==> src/design/gpio_port_register_block_core_defines.svh <==
// Assertion macros shared by the GPIO port register block RTL.
`ifndef GPIO_PORT_REGISTER_BLOCK_CORE_DEFINES_SVH
`define GPIO_PORT_REGISTER_BLOCK_CORE_DEFINES_SVH

// Same-cycle implication, checked outside reset.
`define GPIORB_ASSERT_NOW(label, clk, rst_n, ante, cons) \
    label: assert property (@(posedge clk) disable iff (!(rst_n)) (ante) |-> (cons)) \
        else $error("gpiorb assertion failed");

// Next-cycle implication, checked outside reset.
`define GPIORB_ASSERT_NEXT(label, clk, rst_n, ante, cons) \
    label: assert property (@(posedge clk) disable iff (!(rst_n)) (ante) |=> (cons)) \
        else $error("gpiorb assertion failed");

`endif

==> src/design/gpiorb_pkg.sv <==
// Shared constants, codes and types of the GPIO port register block.
`default_nettype none
package gpiorb_pkg;

    localparam int PORT_BLOCKS = 16;
    localparam int BLK_W = (PORT_BLOCKS > 1) ? $clog2(PORT_BLOCKS) : 1;
    // Wide enough to hold any block number from the bus offset and the constant itself.
    localparam int IDX_W = 7;

    localparam logic [1:0] OP_READ  = 2'd0;
    localparam logic [1:0] OP_WRITE = 2'd1;
    localparam logic [1:0] OP_DRIVE = 2'd2;

    localparam logic [3:0] GRP_FSEL = 4'h0;
    localparam logic [3:0] GRP_DIR  = 4'h2;
    localparam logic [3:0] GRP_IN   = 4'h3;
    localparam logic [3:0] GRP_OUT  = 4'h4;
    localparam logic [3:0] GRP_EXT  = 4'h6;

    localparam logic [1:0] SZ_BYTE = 2'd0;
    localparam logic [1:0] SZ_HALF = 2'd1;
    localparam logic [1:0] SZ_WORD = 2'd2;
    localparam logic [1:0] SZ_BAD  = 2'd3;

    localparam logic [1:0] LVL_LOW  = 2'd0;
    localparam logic [1:0] LVL_HIGH = 2'd1;

    localparam logic [31:0] HALF_HI = 32'hffff0000;

    typedef struct packed {
        logic [31:0] fsel;
        logic [31:0] ext;
        logic [31:0] dir;
        logic [31:0] din;
        logic [31:0] dout;
    } t_row;

    localparam int ROW_W = $bits(t_row);

    typedef struct packed {
        logic [1:0]  op;
        logic [11:0] offset;
        logic [1:0]  access_size;
        logic [31:0] write_data;
        logic [3:0]  drive_block;
        logic [3:0]  drive_bit;
        logic [1:0]  drive_level;
    } t_req;

    typedef struct packed {
        logic [31:0] read_data;
        logic        port_changed;
        logic [3:0]  changed_block;
        logic [15:0] output_mask;
        logic [15:0] output_levels;
        logic        irq_request_valid;
        logic [7:0]  irq_request_port;
        logic        irq_request_level;
    } t_rsp;

endpackage
`default_nettype wire

==> src/design/gpiorb_ifs.sv <==
// Request and response channel interfaces of the GPIO port register block.
`default_nettype none
interface gpiorb_in_if;
    logic        valid;
    logic        ready;
    logic [1:0]  op;
    logic [11:0] offset;
    logic [1:0]  access_size;
    logic [31:0] write_data;
    logic [3:0]  drive_block;
    logic [3:0]  drive_bit;
    logic [1:0]  drive_level;

    modport source (
        output valid, op, offset, access_size, write_data, drive_block, drive_bit,
               drive_level,
        input  ready
    );
    modport sink (
        input  valid, op, offset, access_size, write_data, drive_block, drive_bit,
               drive_level,
        output ready
    );
endinterface

interface gpiorb_out_if;
    logic        valid;
    logic        ready;
    logic [31:0] read_data;
    logic        port_changed;
    logic [3:0]  changed_block;
    logic [15:0] output_mask;
    logic [15:0] output_levels;
    logic        irq_request_valid;
    logic [7:0]  irq_request_port;
    logic        irq_request_level;

    modport source (
        output valid, read_data, port_changed, changed_block, output_mask, output_levels,
               irq_request_valid, irq_request_port, irq_request_level,
        input  ready
    );
    modport sink (
        input  valid, read_data, port_changed, changed_block, output_mask, output_levels,
               irq_request_valid, irq_request_port, irq_request_level,
        output ready
    );
endinterface
`default_nettype wire

==> src/design/gpiorb_ram.sv <==
// Generic single-write, single-read RAM with registered read data.
`default_nettype none
module gpiorb_ram #(
    parameter int WIDTH = 32,
    parameter int DEPTH = 16,
    localparam int AW = (DEPTH > 1) ? $clog2(DEPTH) : 1
) (
    input  wire logic               i_clk,
    input  wire logic               i_we,
    input  wire logic [AW-1:0]      i_waddr,
    input  wire logic [WIDTH-1:0]   i_wdata,
    input  wire logic               i_re,
    input  wire logic [AW-1:0]      i_raddr,
    output logic      [WIDTH-1:0]   o_rdata
);
    logic [WIDTH-1:0] r_mem [DEPTH];

    always_ff @(posedge i_clk) begin
        if (i_we) begin
            r_mem[i_waddr] <= i_wdata;
        end
    end

    always_ff @(posedge i_clk) begin
        if (i_re) begin
            o_rdata <= r_mem[i_raddr];
        end
    end
endmodule
`default_nettype wire

==> src/design/gpiorb_upd.sv <==
// Read-modify-write logic: turns one request and the block's row into a new row and a result.
`default_nettype none
module gpiorb_upd (
    input  wire gpiorb_pkg::t_req i_req,
    input  wire logic             i_in_range,
    input  wire gpiorb_pkg::t_row i_row,
    output gpiorb_pkg::t_row      o_row,
    output logic                  o_we,
    output gpiorb_pkg::t_rsp      o_rsp
);
    logic [3:0]  grp;
    logic [4:0]  shift;
    logic [31:0] rword;
    logic [31:0] wmask;
    logic [31:0] wval;
    logic [15:0] omask;
    logic [15:0] din_lo_n;
    logic [15:0] fsel_lo;
    logic [15:0] dir_lo;
    logic        gpio_out;

    assign grp      = i_req.offset[11:8];
    assign shift    = {i_req.offset[1:0], 3'b000};
    assign fsel_lo  = i_row.fsel[15:0];
    assign dir_lo   = i_row.dir[15:0];
    assign gpio_out = !fsel_lo[i_req.drive_bit] && dir_lo[i_req.drive_bit];

    // Register selected for a bus read; unmapped groups read as zero.
    always_comb begin
        case (grp)
            gpiorb_pkg::GRP_FSEL: rword = i_row.fsel;
            gpiorb_pkg::GRP_DIR:  rword = i_row.dir;
            gpiorb_pkg::GRP_IN:   rword = i_row.din;
            gpiorb_pkg::GRP_OUT:  rword = i_row.dout;
            gpiorb_pkg::GRP_EXT:  rword = i_row.ext;
            default:              rword = '0;
        endcase
    end

    // Lane mask and aligned data of a bus write.
    always_comb begin
        case (i_req.access_size)
            gpiorb_pkg::SZ_BYTE: begin
                wmask = 32'h0000_00ff << shift;
                wval  = {24'h0, i_req.write_data[7:0]} << shift;
            end
            gpiorb_pkg::SZ_HALF: begin
                wmask = i_req.offset[1] ? gpiorb_pkg::HALF_HI : ~gpiorb_pkg::HALF_HI;
                wval  = i_req.offset[1] ? {i_req.write_data[15:0], 16'h0}
                                        : {16'h0, i_req.write_data[15:0]};
            end
            default: begin
                wmask = '1;
                wval  = i_req.write_data;
            end
        endcase
    end

    always_comb begin
        o_row    = i_row;
        o_we     = 1'b0;
        o_rsp    = '0;
        omask    = '0;
        din_lo_n = i_row.din[15:0];
        din_lo_n[i_req.drive_bit] = i_req.drive_level[0];
        case (i_req.op)
            gpiorb_pkg::OP_READ: begin
                if (i_in_range) begin
                    case (i_req.access_size)
                        gpiorb_pkg::SZ_BYTE: o_rsp.read_data = (rword >> shift) & 32'h0000_00ff;
                        gpiorb_pkg::SZ_HALF: o_rsp.read_data = i_req.offset[1]
                                                ? {16'h0, rword[31:16]}
                                                : {16'h0, rword[15:0]};
                        gpiorb_pkg::SZ_WORD: o_rsp.read_data = rword;
                        default:             o_rsp.read_data = '0;
                    endcase
                end
            end
            gpiorb_pkg::OP_WRITE: begin
                if (i_in_range && (i_req.access_size != gpiorb_pkg::SZ_BAD)) begin
                    o_we = 1'b1;
                    case (grp)
                        gpiorb_pkg::GRP_FSEL: o_row.fsel = (i_row.fsel & ~wmask) | (wval & wmask);
                        gpiorb_pkg::GRP_DIR:  o_row.dir  = (i_row.dir & ~wmask) | (wval & wmask);
                        gpiorb_pkg::GRP_OUT:  o_row.dout = (i_row.dout & ~wmask) | (wval & wmask);
                        gpiorb_pkg::GRP_EXT:  o_row.ext  = (i_row.ext & ~wmask) | (wval & wmask);
                        default:              o_we = 1'b0;
                    endcase
                    if ((o_row.dout != i_row.dout) || (o_row.dir != i_row.dir)) begin
                        o_row.din = (i_row.din & ~o_row.dir) | (o_row.dout & o_row.dir);
                        omask = o_row.dir[15:0] & ~o_row.fsel[15:0];
                        o_rsp.port_changed  = 1'b1;
                        o_rsp.changed_block = i_req.offset[5:2];
                        o_rsp.output_mask   = omask;
                        o_rsp.output_levels = o_row.dout[15:0] & omask;
                    end
                end
            end
            gpiorb_pkg::OP_DRIVE: begin
                if (i_in_range && !gpio_out &&
                    (i_req.drive_level inside {gpiorb_pkg::LVL_LOW, gpiorb_pkg::LVL_HIGH})) begin
                    o_we      = 1'b1;
                    o_row.din = {i_row.din[31:16], din_lo_n};
                    o_rsp.irq_request_valid = 1'b1;
                    o_rsp.irq_request_port  = {i_req.drive_block, i_req.drive_bit};
                    o_rsp.irq_request_level = i_req.drive_level[0];
                end
            end
            default: begin
                o_we = 1'b0;
            end
        endcase
    end
endmodule
`default_nettype wire

==> src/design/gpio_port_register_block_core.sv <==
// Top level of the GPIO port register block: sequencer, register memory and result register.
`default_nettype none
`include "gpio_port_register_block_core_defines.svh"
// The block holds the function-select, extended-function, direction, input-data and
// output-data registers of every port block as one row of a single register memory,
// one row per block. Each transaction on the request channel (bus read, bus write or
// external pin drive) passes through the idle and execute states: in idle the addressed
// row is read from the memory, whose read data is registered, and in execute the row is
// modified, written back and the result is loaded into the output register. A new
// request is taken as soon as the sequencer is back in its idle state, even while the
// previous result still waits on the response channel; if that result is still not
// taken when the next one is ready, the block holds in the execute cycle. Rows that
// were never written read as zero through per-row valid bits, so no clearing pass is
// needed after reset. Every request produces exactly one response transaction.
module gpio_port_register_block_core (
    input  wire logic   i_clk,
    input  wire logic   i_rst_n,
    gpiorb_in_if.sink   i_req,
    gpiorb_out_if.source o_rsp
);
    typedef enum logic {S_IDLE, S_EXEC} t_state;

    t_state                             r_state;
    logic                               r_out_valid;
    gpiorb_pkg::t_rsp                   r_rsp;
    logic [gpiorb_pkg::PORT_BLOCKS-1:0] r_row_valid;

    gpiorb_pkg::t_req                   r_req;
    logic [gpiorb_pkg::BLK_W-1:0]       r_addr;
    logic                               r_in_range;

    logic                               accept;
    logic [gpiorb_pkg::IDX_W-1:0]       idx;
    logic [gpiorb_pkg::BLK_W-1:0]       n_addr;
    logic                               n_in_range;
    logic [gpiorb_pkg::ROW_W-1:0]       ram_rdata;
    gpiorb_pkg::t_row                   row_cur;
    gpiorb_pkg::t_row                   row_new;
    logic                               upd_we;
    gpiorb_pkg::t_rsp                   upd_rsp;
    logic                               out_free;
    logic                               ram_we;

    // No request is taken while the block is held in reset.
    assign i_req.ready = (r_state == S_IDLE) && i_rst_n;
    assign accept      = i_req.valid && i_req.ready;

    // Pin drives address their block directly, bus accesses through offset bits 7..2.
    assign idx = (i_req.op == gpiorb_pkg::OP_DRIVE)
                 ? {3'b000, i_req.drive_block}
                 : {1'b0, i_req.offset[7:2]};
    assign n_in_range = (idx < gpiorb_pkg::IDX_W'(gpiorb_pkg::PORT_BLOCKS));
    assign n_addr     = idx[gpiorb_pkg::BLK_W-1:0];

    // Request payload is held for the execute cycle.
    always_ff @(posedge i_clk) begin
        if (accept) begin
            r_req.op          <= i_req.op;
            r_req.offset      <= i_req.offset;
            r_req.access_size <= i_req.access_size;
            r_req.write_data  <= i_req.write_data;
            r_req.drive_block <= i_req.drive_block;
            r_req.drive_bit   <= i_req.drive_bit;
            r_req.drive_level <= i_req.drive_level;
            r_addr            <= n_addr;
            r_in_range        <= n_in_range;
        end
    end

    gpiorb_ram #(
        .WIDTH (gpiorb_pkg::ROW_W),
        .DEPTH (gpiorb_pkg::PORT_BLOCKS)
    ) u_ram (
        .i_clk   (i_clk),
        .i_we    (ram_we),
        .i_waddr (r_addr),
        .i_wdata (row_new),
        .i_re    (accept),
        .i_raddr (n_addr),
        .o_rdata (ram_rdata)
    );

    // A row that was never written holds its reset value, all zero.
    assign row_cur = r_row_valid[r_addr] ? gpiorb_pkg::t_row'(ram_rdata) : '0;

    gpiorb_upd u_upd (
        .i_req      (r_req),
        .i_in_range (r_in_range),
        .i_row      (row_cur),
        .o_row      (row_new),
        .o_we       (upd_we),
        .o_rsp      (upd_rsp)
    );

    // The execute cycle completes only when the output register can take its result.
    assign out_free = !r_out_valid || o_rsp.ready;
    assign ram_we   = (r_state == S_EXEC) && out_free && upd_we;

    always_ff @(posedge i_clk) begin
        if (!i_rst_n) begin
            r_state     <= S_IDLE;
            r_out_valid <= 1'b0;
            r_rsp       <= '0;
            r_row_valid <= '0;
        end else begin
            if (o_rsp.ready) begin
                r_out_valid <= 1'b0;
            end
            case (r_state)
                S_IDLE: begin
                    if (accept) begin
                        r_state <= S_EXEC;
                    end
                end
                S_EXEC: begin
                    if (out_free) begin
                        r_rsp       <= upd_rsp;
                        r_out_valid <= 1'b1;
                        r_state     <= S_IDLE;
                        if (upd_we) begin
                            r_row_valid[r_addr] <= 1'b1;
                        end
                    end
                end
                default: begin
                    r_state <= S_IDLE;
                end
            endcase
        end
    end

    assign o_rsp.valid             = r_out_valid;
    assign o_rsp.read_data         = r_rsp.read_data;
    assign o_rsp.port_changed      = r_rsp.port_changed;
    assign o_rsp.changed_block     = r_rsp.changed_block;
    assign o_rsp.output_mask       = r_rsp.output_mask;
    assign o_rsp.output_levels     = r_rsp.output_levels;
    assign o_rsp.irq_request_valid = r_rsp.irq_request_valid;
    assign o_rsp.irq_request_port  = r_rsp.irq_request_port;
    assign o_rsp.irq_request_level = r_rsp.irq_request_level;

    // A write report and an interrupt request never come from the same transaction.
    `GPIORB_ASSERT_NOW(a_report_excl, i_clk, i_rst_n, o_rsp.valid, !(o_rsp.port_changed && o_rsp.irq_request_valid))
    // Writes and drives return no read data.
    `GPIORB_ASSERT_NOW(a_rd_zero, i_clk, i_rst_n, o_rsp.valid && (o_rsp.port_changed || o_rsp.irq_request_valid), o_rsp.read_data == '0)
    // Every accepted request moves the sequencer into its execute cycle.
    `GPIORB_ASSERT_NEXT(a_accept_exec, i_clk, i_rst_n, accept, r_state == S_EXEC)
    // The memory is written back only in an execute cycle that completes.
    `GPIORB_ASSERT_NOW(a_wr_exec, i_clk, i_rst_n, ram_we, (r_state == S_EXEC) && out_free)
    // A completed execute cycle always leaves a result in the output register.
    `GPIORB_ASSERT_NEXT(a_exec_result, i_clk, i_rst_n, (r_state == S_EXEC) && out_free, o_rsp.valid)
endmodule
`default_nettype wire
==> src/flat_wrapper.sv <==
// flat-port wrapper written by rule: the top's interface ports become plain ports
module gpio_port_register_block_core_flat 
  (i_clk, i_rst_n, i_req_valid, i_req_op, i_req_offset, i_req_access_size, i_req_write_data, i_req_drive_block, i_req_drive_bit, i_req_drive_level, i_req_ready, o_rsp_valid, o_rsp_read_data, o_rsp_port_changed, o_rsp_changed_block, o_rsp_output_mask, o_rsp_output_levels, o_rsp_irq_request_valid, o_rsp_irq_request_port, o_rsp_irq_request_level, o_rsp_ready);
  gpiorb_in_if i_req_i ();
  gpiorb_out_if o_rsp_i ();
  input  wire logic i_clk;
  input  wire logic i_rst_n;
  input wire logic [$bits(i_req_i.valid)-1:0] i_req_valid;
  input wire logic [$bits(i_req_i.op)-1:0] i_req_op;
  input wire logic [$bits(i_req_i.offset)-1:0] i_req_offset;
  input wire logic [$bits(i_req_i.access_size)-1:0] i_req_access_size;
  input wire logic [$bits(i_req_i.write_data)-1:0] i_req_write_data;
  input wire logic [$bits(i_req_i.drive_block)-1:0] i_req_drive_block;
  input wire logic [$bits(i_req_i.drive_bit)-1:0] i_req_drive_bit;
  input wire logic [$bits(i_req_i.drive_level)-1:0] i_req_drive_level;
  output wire logic [$bits(i_req_i.ready)-1:0] i_req_ready;
  output wire logic [$bits(o_rsp_i.valid)-1:0] o_rsp_valid;
  output wire logic [$bits(o_rsp_i.read_data)-1:0] o_rsp_read_data;
  output wire logic [$bits(o_rsp_i.port_changed)-1:0] o_rsp_port_changed;
  output wire logic [$bits(o_rsp_i.changed_block)-1:0] o_rsp_changed_block;
  output wire logic [$bits(o_rsp_i.output_mask)-1:0] o_rsp_output_mask;
  output wire logic [$bits(o_rsp_i.output_levels)-1:0] o_rsp_output_levels;
  output wire logic [$bits(o_rsp_i.irq_request_valid)-1:0] o_rsp_irq_request_valid;
  output wire logic [$bits(o_rsp_i.irq_request_port)-1:0] o_rsp_irq_request_port;
  output wire logic [$bits(o_rsp_i.irq_request_level)-1:0] o_rsp_irq_request_level;
  input wire logic [$bits(o_rsp_i.ready)-1:0] o_rsp_ready;
  assign i_req_i.valid = i_req_valid;
  assign i_req_i.op = i_req_op;
  assign i_req_i.offset = i_req_offset;
  assign i_req_i.access_size = i_req_access_size;
  assign i_req_i.write_data = i_req_write_data;
  assign i_req_i.drive_block = i_req_drive_block;
  assign i_req_i.drive_bit = i_req_drive_bit;
  assign i_req_i.drive_level = i_req_drive_level;
  assign i_req_ready = i_req_i.ready;
  assign o_rsp_valid = o_rsp_i.valid;
  assign o_rsp_read_data = o_rsp_i.read_data;
  assign o_rsp_port_changed = o_rsp_i.port_changed;
  assign o_rsp_changed_block = o_rsp_i.changed_block;
  assign o_rsp_output_mask = o_rsp_i.output_mask;
  assign o_rsp_output_levels = o_rsp_i.output_levels;
  assign o_rsp_irq_request_valid = o_rsp_i.irq_request_valid;
  assign o_rsp_irq_request_port = o_rsp_i.irq_request_port;
  assign o_rsp_irq_request_level = o_rsp_i.irq_request_level;
  assign o_rsp_i.ready = o_rsp_ready;
  gpio_port_register_block_core u_core (.i_clk(i_clk), .i_rst_n(i_rst_n), .i_req(i_req_i), .o_rsp(o_rsp_i));
endmodule
==> config.mk <==
export PLATFORM = sky130hd
export DESIGN_NAME = gpio_port_register_block_core_flat
export DESIGN_NICKNAME = d
export VERILOG_FILES = /design/src/design/gpiorb_pkg.sv /design/src/design/gpiorb_ifs.sv /design/src/design/gpiorb_ram.sv /design/src/design/gpiorb_upd.sv /design/src/design/gpio_port_register_block_core.sv /design/src/flat_wrapper.sv
export VERILOG_INCLUDE_DIRS = /design/src /design/src/design
export SDC_FILE = /design/constraint.sdc
export NUM_CORES = 2
export LEC_CHECK = 0
export ABC_AREA = 1
export BUFFER_PORTS_ARGS = -buffer_cell sky130_fd_sc_hd__buf_2
export CAP_MARGIN = 0
export CORE_MARGIN = 2
export CORE_UTILIZATION = 38
export CTS_CLUSTER_SIZE = 28
export DETAILED_ROUTE_END_ITERATION = 10
export HOLD_SLACK_MARGIN = 0.08
export PLACE_DENSITY_LB_ADDON = 0.3
export RECOVER_POWER = 25
export SLEW_MARGIN = 20
export SYNTH_ARGS = -nofsm -noshare
export SYNTH_HDL_FRONTEND = slang
export SYNTH_SLANG_ARGS = --single-unit
==> constraint.sdc <==
create_clock -name i_clk -period 27.2 [get_ports i_clk]
set_input_delay 5.44 -clock i_clk [delete_from_list [all_inputs] [get_ports i_clk]]
set_output_delay 5.44 -clock i_clk [all_outputs]
set_load 0.01 [all_outputs]
==> results.yml <==
routing:
  wl_per_cell_um: 26.65
  vias: 81470
  drt-initial-drc-count: 9653
  viasPerCell: 5.757
  postRouteWirelength_mm: 377.2
  drc: 0
  firstDrtPassIters: 6
  drtAntennaViolNets: 0
logic_synthesis:
  postSynthAreaPerCell_um2: 12.00
  synth_most_common_cell: "edfxtp_1"
  synthArstFlopShare: 0
  synthSimpleGateAreaFrac: 0.1003
  synth_edf_count: 2781
  yosys_warnings: 0
  synthTopCellsByCount: "edfxtp_1 (2781), o21ai_0 (1860), nor2_1 (1727)"
  postSynthCellCount: 9773
  ys_types: 44
  synthMuxAreaShare: 0.0001707
  synth_area_um2: 117200
  syn_nets: 9838
  synth.largest_area_cell: "edfxtp_1"
  synth-seq-area-share: 0.7288
  synthAdderAreaFrac: 0.0003202
  ys_seq_elements: 2878
  synth_area_leaders: "edfxtp_1 (71%), o21ai_0 (7.9%), nor2_1 (5.5%), o22ai_1 (3.6%), nand2_1 (3.3%)"
  synth_top_family_by_area: "compound AO/OA/AOI/OAI gates"
  synth_compound_area_frac: 0.1397
  yosysTopAreaCellShare: 0.7123
  synth_xor_area_frac: 0
  dominantRegCellSynth: "edfxtp_1"
floorplan:
  dieArea_um2: 313000
  rows: 203
  start_util: 0.3828
  ios: 143
  core_um2: 306300
  fp.dieW_um: 559.5
  die_h_um: 559.5
clocking:
  cts_setup_buffers: 0
  cts-resized-gates: 0
  htree_levels: 5
  cts_tree: "built"
  cts_hold_buf: 0
  clock_latency_ns: 0.89
  cts_root_buffer: "clkbuf_16"
  cts_buffers: 294
  cts.sinks: 2878
  clk_pin_slew_ns: 0.05
  cts_buffer_depth: 4
sta:
  final-max-slew-violation-count: 214
  fin_crit_sh: 0.4344
  relSlewSlack: -1.063
  rsz0062_at_grt: "false"
  max_freq_ghz: 0.08463
  fin_skew_ns: 0.05999
  tns_ns: 0
  worstMarginPinSlew_ns: 3.095
  hold_viol: 0
  timing.final.crit_period_ns: 11.82
  finalSetupViolCount: 0
power_and_ir_drop:
  p_leak_uw: 0.04537
  power.total_uw: 9418
  vdd_drop_max_mv: 0.05808
  p_per_area_nw_per_um2: 71.38
grt:
  grt_use_met1: 0.3109
  grt_max_degree: 212
  grt_use_total: 0.2322
  grt_pass1_wl_mm: 540.0
  grt_remaining_overflow: 0
  grt-busiest-layer: "met2"
  antenna_found_initial: 6
  grt_pass1_vias: 76680
  globalRouteMet2Util: 0.3751
  grt_util_met3: 0.02903
cells_and_area:
  finalNetCount: 9901
  layout-drive-gt1-share: 0.08318
  areaGrowthSynthToFinish_pct: 12.55
hold_path:
  min_path_type: "reg -> reg"
setup_path:
  cp-end-kind: "primary output"
  path_max_fanout: 34
  worstSetupPathType: "in -> out"
  crit_arrival_ns: 6.38
  cp.required_ns: 21.76
  startpoint_type: "input port"
placed_design:
  io_buffers: 142
  gp_congestion: 0.9948
  dp_hpwl_mm: 207.0
flow_run:
  maxCapViolations: 8
outcome:
  status: "complete, but fails checks"
  violations: "max-capacitance violations, max-slew violations"
flip-flops by register name (all words and copies together), names as in the netlist:
name,count
u_core.u_ram.r_mem,2560
u_core.u_ram.o_rdata,160
u_core.r_req,56
u_core.o_rsp.read_data,32
u_core.o_rsp.output_levels,16
u_core.o_rsp.output_mask,16
u_core.r_row_valid,16
u_core.o_rsp.irq_request_port,8
u_core.o_rsp.changed_block,4
u_core.r_addr,4
u_core.o_rsp.irq_request_level,1
u_core.o_rsp.irq_request_valid,1
u_core.o_rsp.port_changed,1
u_core.o_rsp.valid,1
u_core.r_in_range,1
u_core.r_state,1
cell type report:
type                            instances  area (µm²)
Clock inverter                        143        1456
Antenna cell                            3       7.507
Tap cell                             4100        5130
Multi-Input combinational cell       5979       28420
Sequential cell                      2878       85450
Clock buffer                          367        7756
Timing Repair Buffer                  434        2718
Fill cell                           28100      174400
Inverter                              249        1017
cell usage in the layout, fill, tap and decap left out, types with 6 or more instances in the layout:
cell           n
edfxtp_1    2781
o21ai_0     1863
nor2_1      1729
nand2_1     1037
o22ai_1      675
clkbuf_16    298
inv_1        218
nand3_1      198
buf_4        180
clkbuf_1     162
a21oi_1      149
buf_2        142
o221ai_1     136
dfxtp_1       97
clkinv_1      49
o211ai_1      48
clkinv_2      45
bufinv_16     23
o21ai_1       22
a21oi_2       16
nor3_2        16
o21bai_1      14
buf_12        14
a22oi_1       12
inv_6         12
inv_2         11
nand2_2        9
nor3_1         9
inv_8          9
clkinv_8       9
clkinvlp_4     7
or2_2          6
clkinv_4       6
cells by family after synthesis:
group,count (synthesis)
buffers and inverters,916
muxes,2
and+or+nand+nor,3022
adders and majority gates,3
DFF,2878
AOI/OAI and AO/OA,2952
per-stage QoR:
step	setup slack (ns)	instance area, µm²	utilization	hold WS (ns)	std cells
floorplan	5.400	117200	-	0.4301	9773
global placement	15.42	123100	0.4017	0.4398	13640
detailed placement	15.40	123100	0.4018	0.4439	13640
CTS	15.41	132300	0.4319	0.4534	14150
global route	15.37	131900	0.4308	0.4751	14150
finish	15.38	132000	0.4308	0.4513	14150
worst paths after layout:
kind                                                           from                              endpoint  slack, ns  depth (start not counted)
worst max register to register           u_core.r_req[43]$_DFFE_PP_  u_core.u_ram.r_mem[3][123]$_DFFE_PP_      17.39                         13
worst max-delay path                                        i_rst_n                           i_req_ready      15.38                          4
worst min register to register  u_core.r_row_valid[10]$_SDFFE_PN0P_   u_core.r_row_valid[10]$_SDFFE_PN0P_       0.45                          2
worst min-delay path            u_core.r_row_valid[10]$_SDFFE_PN0P_   u_core.r_row_valid[10]$_SDFFE_PN0P_       0.45                          2
where the power goes:
part	leakage (µW)	switching, µW	internal, µW
Sequential	0.0284	26.1	4840
Clock	0.00450	1680	2250
Combinational	0.0125	460	163
metal layers:
| layer | up-vias | wire length (µm) |
|---|---|---|
| met5 | - | 0 |
| met4 | 0 | 19950 |
| met3 | 717 | 29310 |
| met2 | 3815 | 176700 |
| met1 | 40980 | 151200 |
| li1 | 35960 | - |
worst max-delay path, stage by stage:
cell and delay (ns):
buf_2 0.18, inv_4 0.45, nor2_1 0.11, buf_2 0.17
Note: power is estimated with default switching activity, not from simulation.
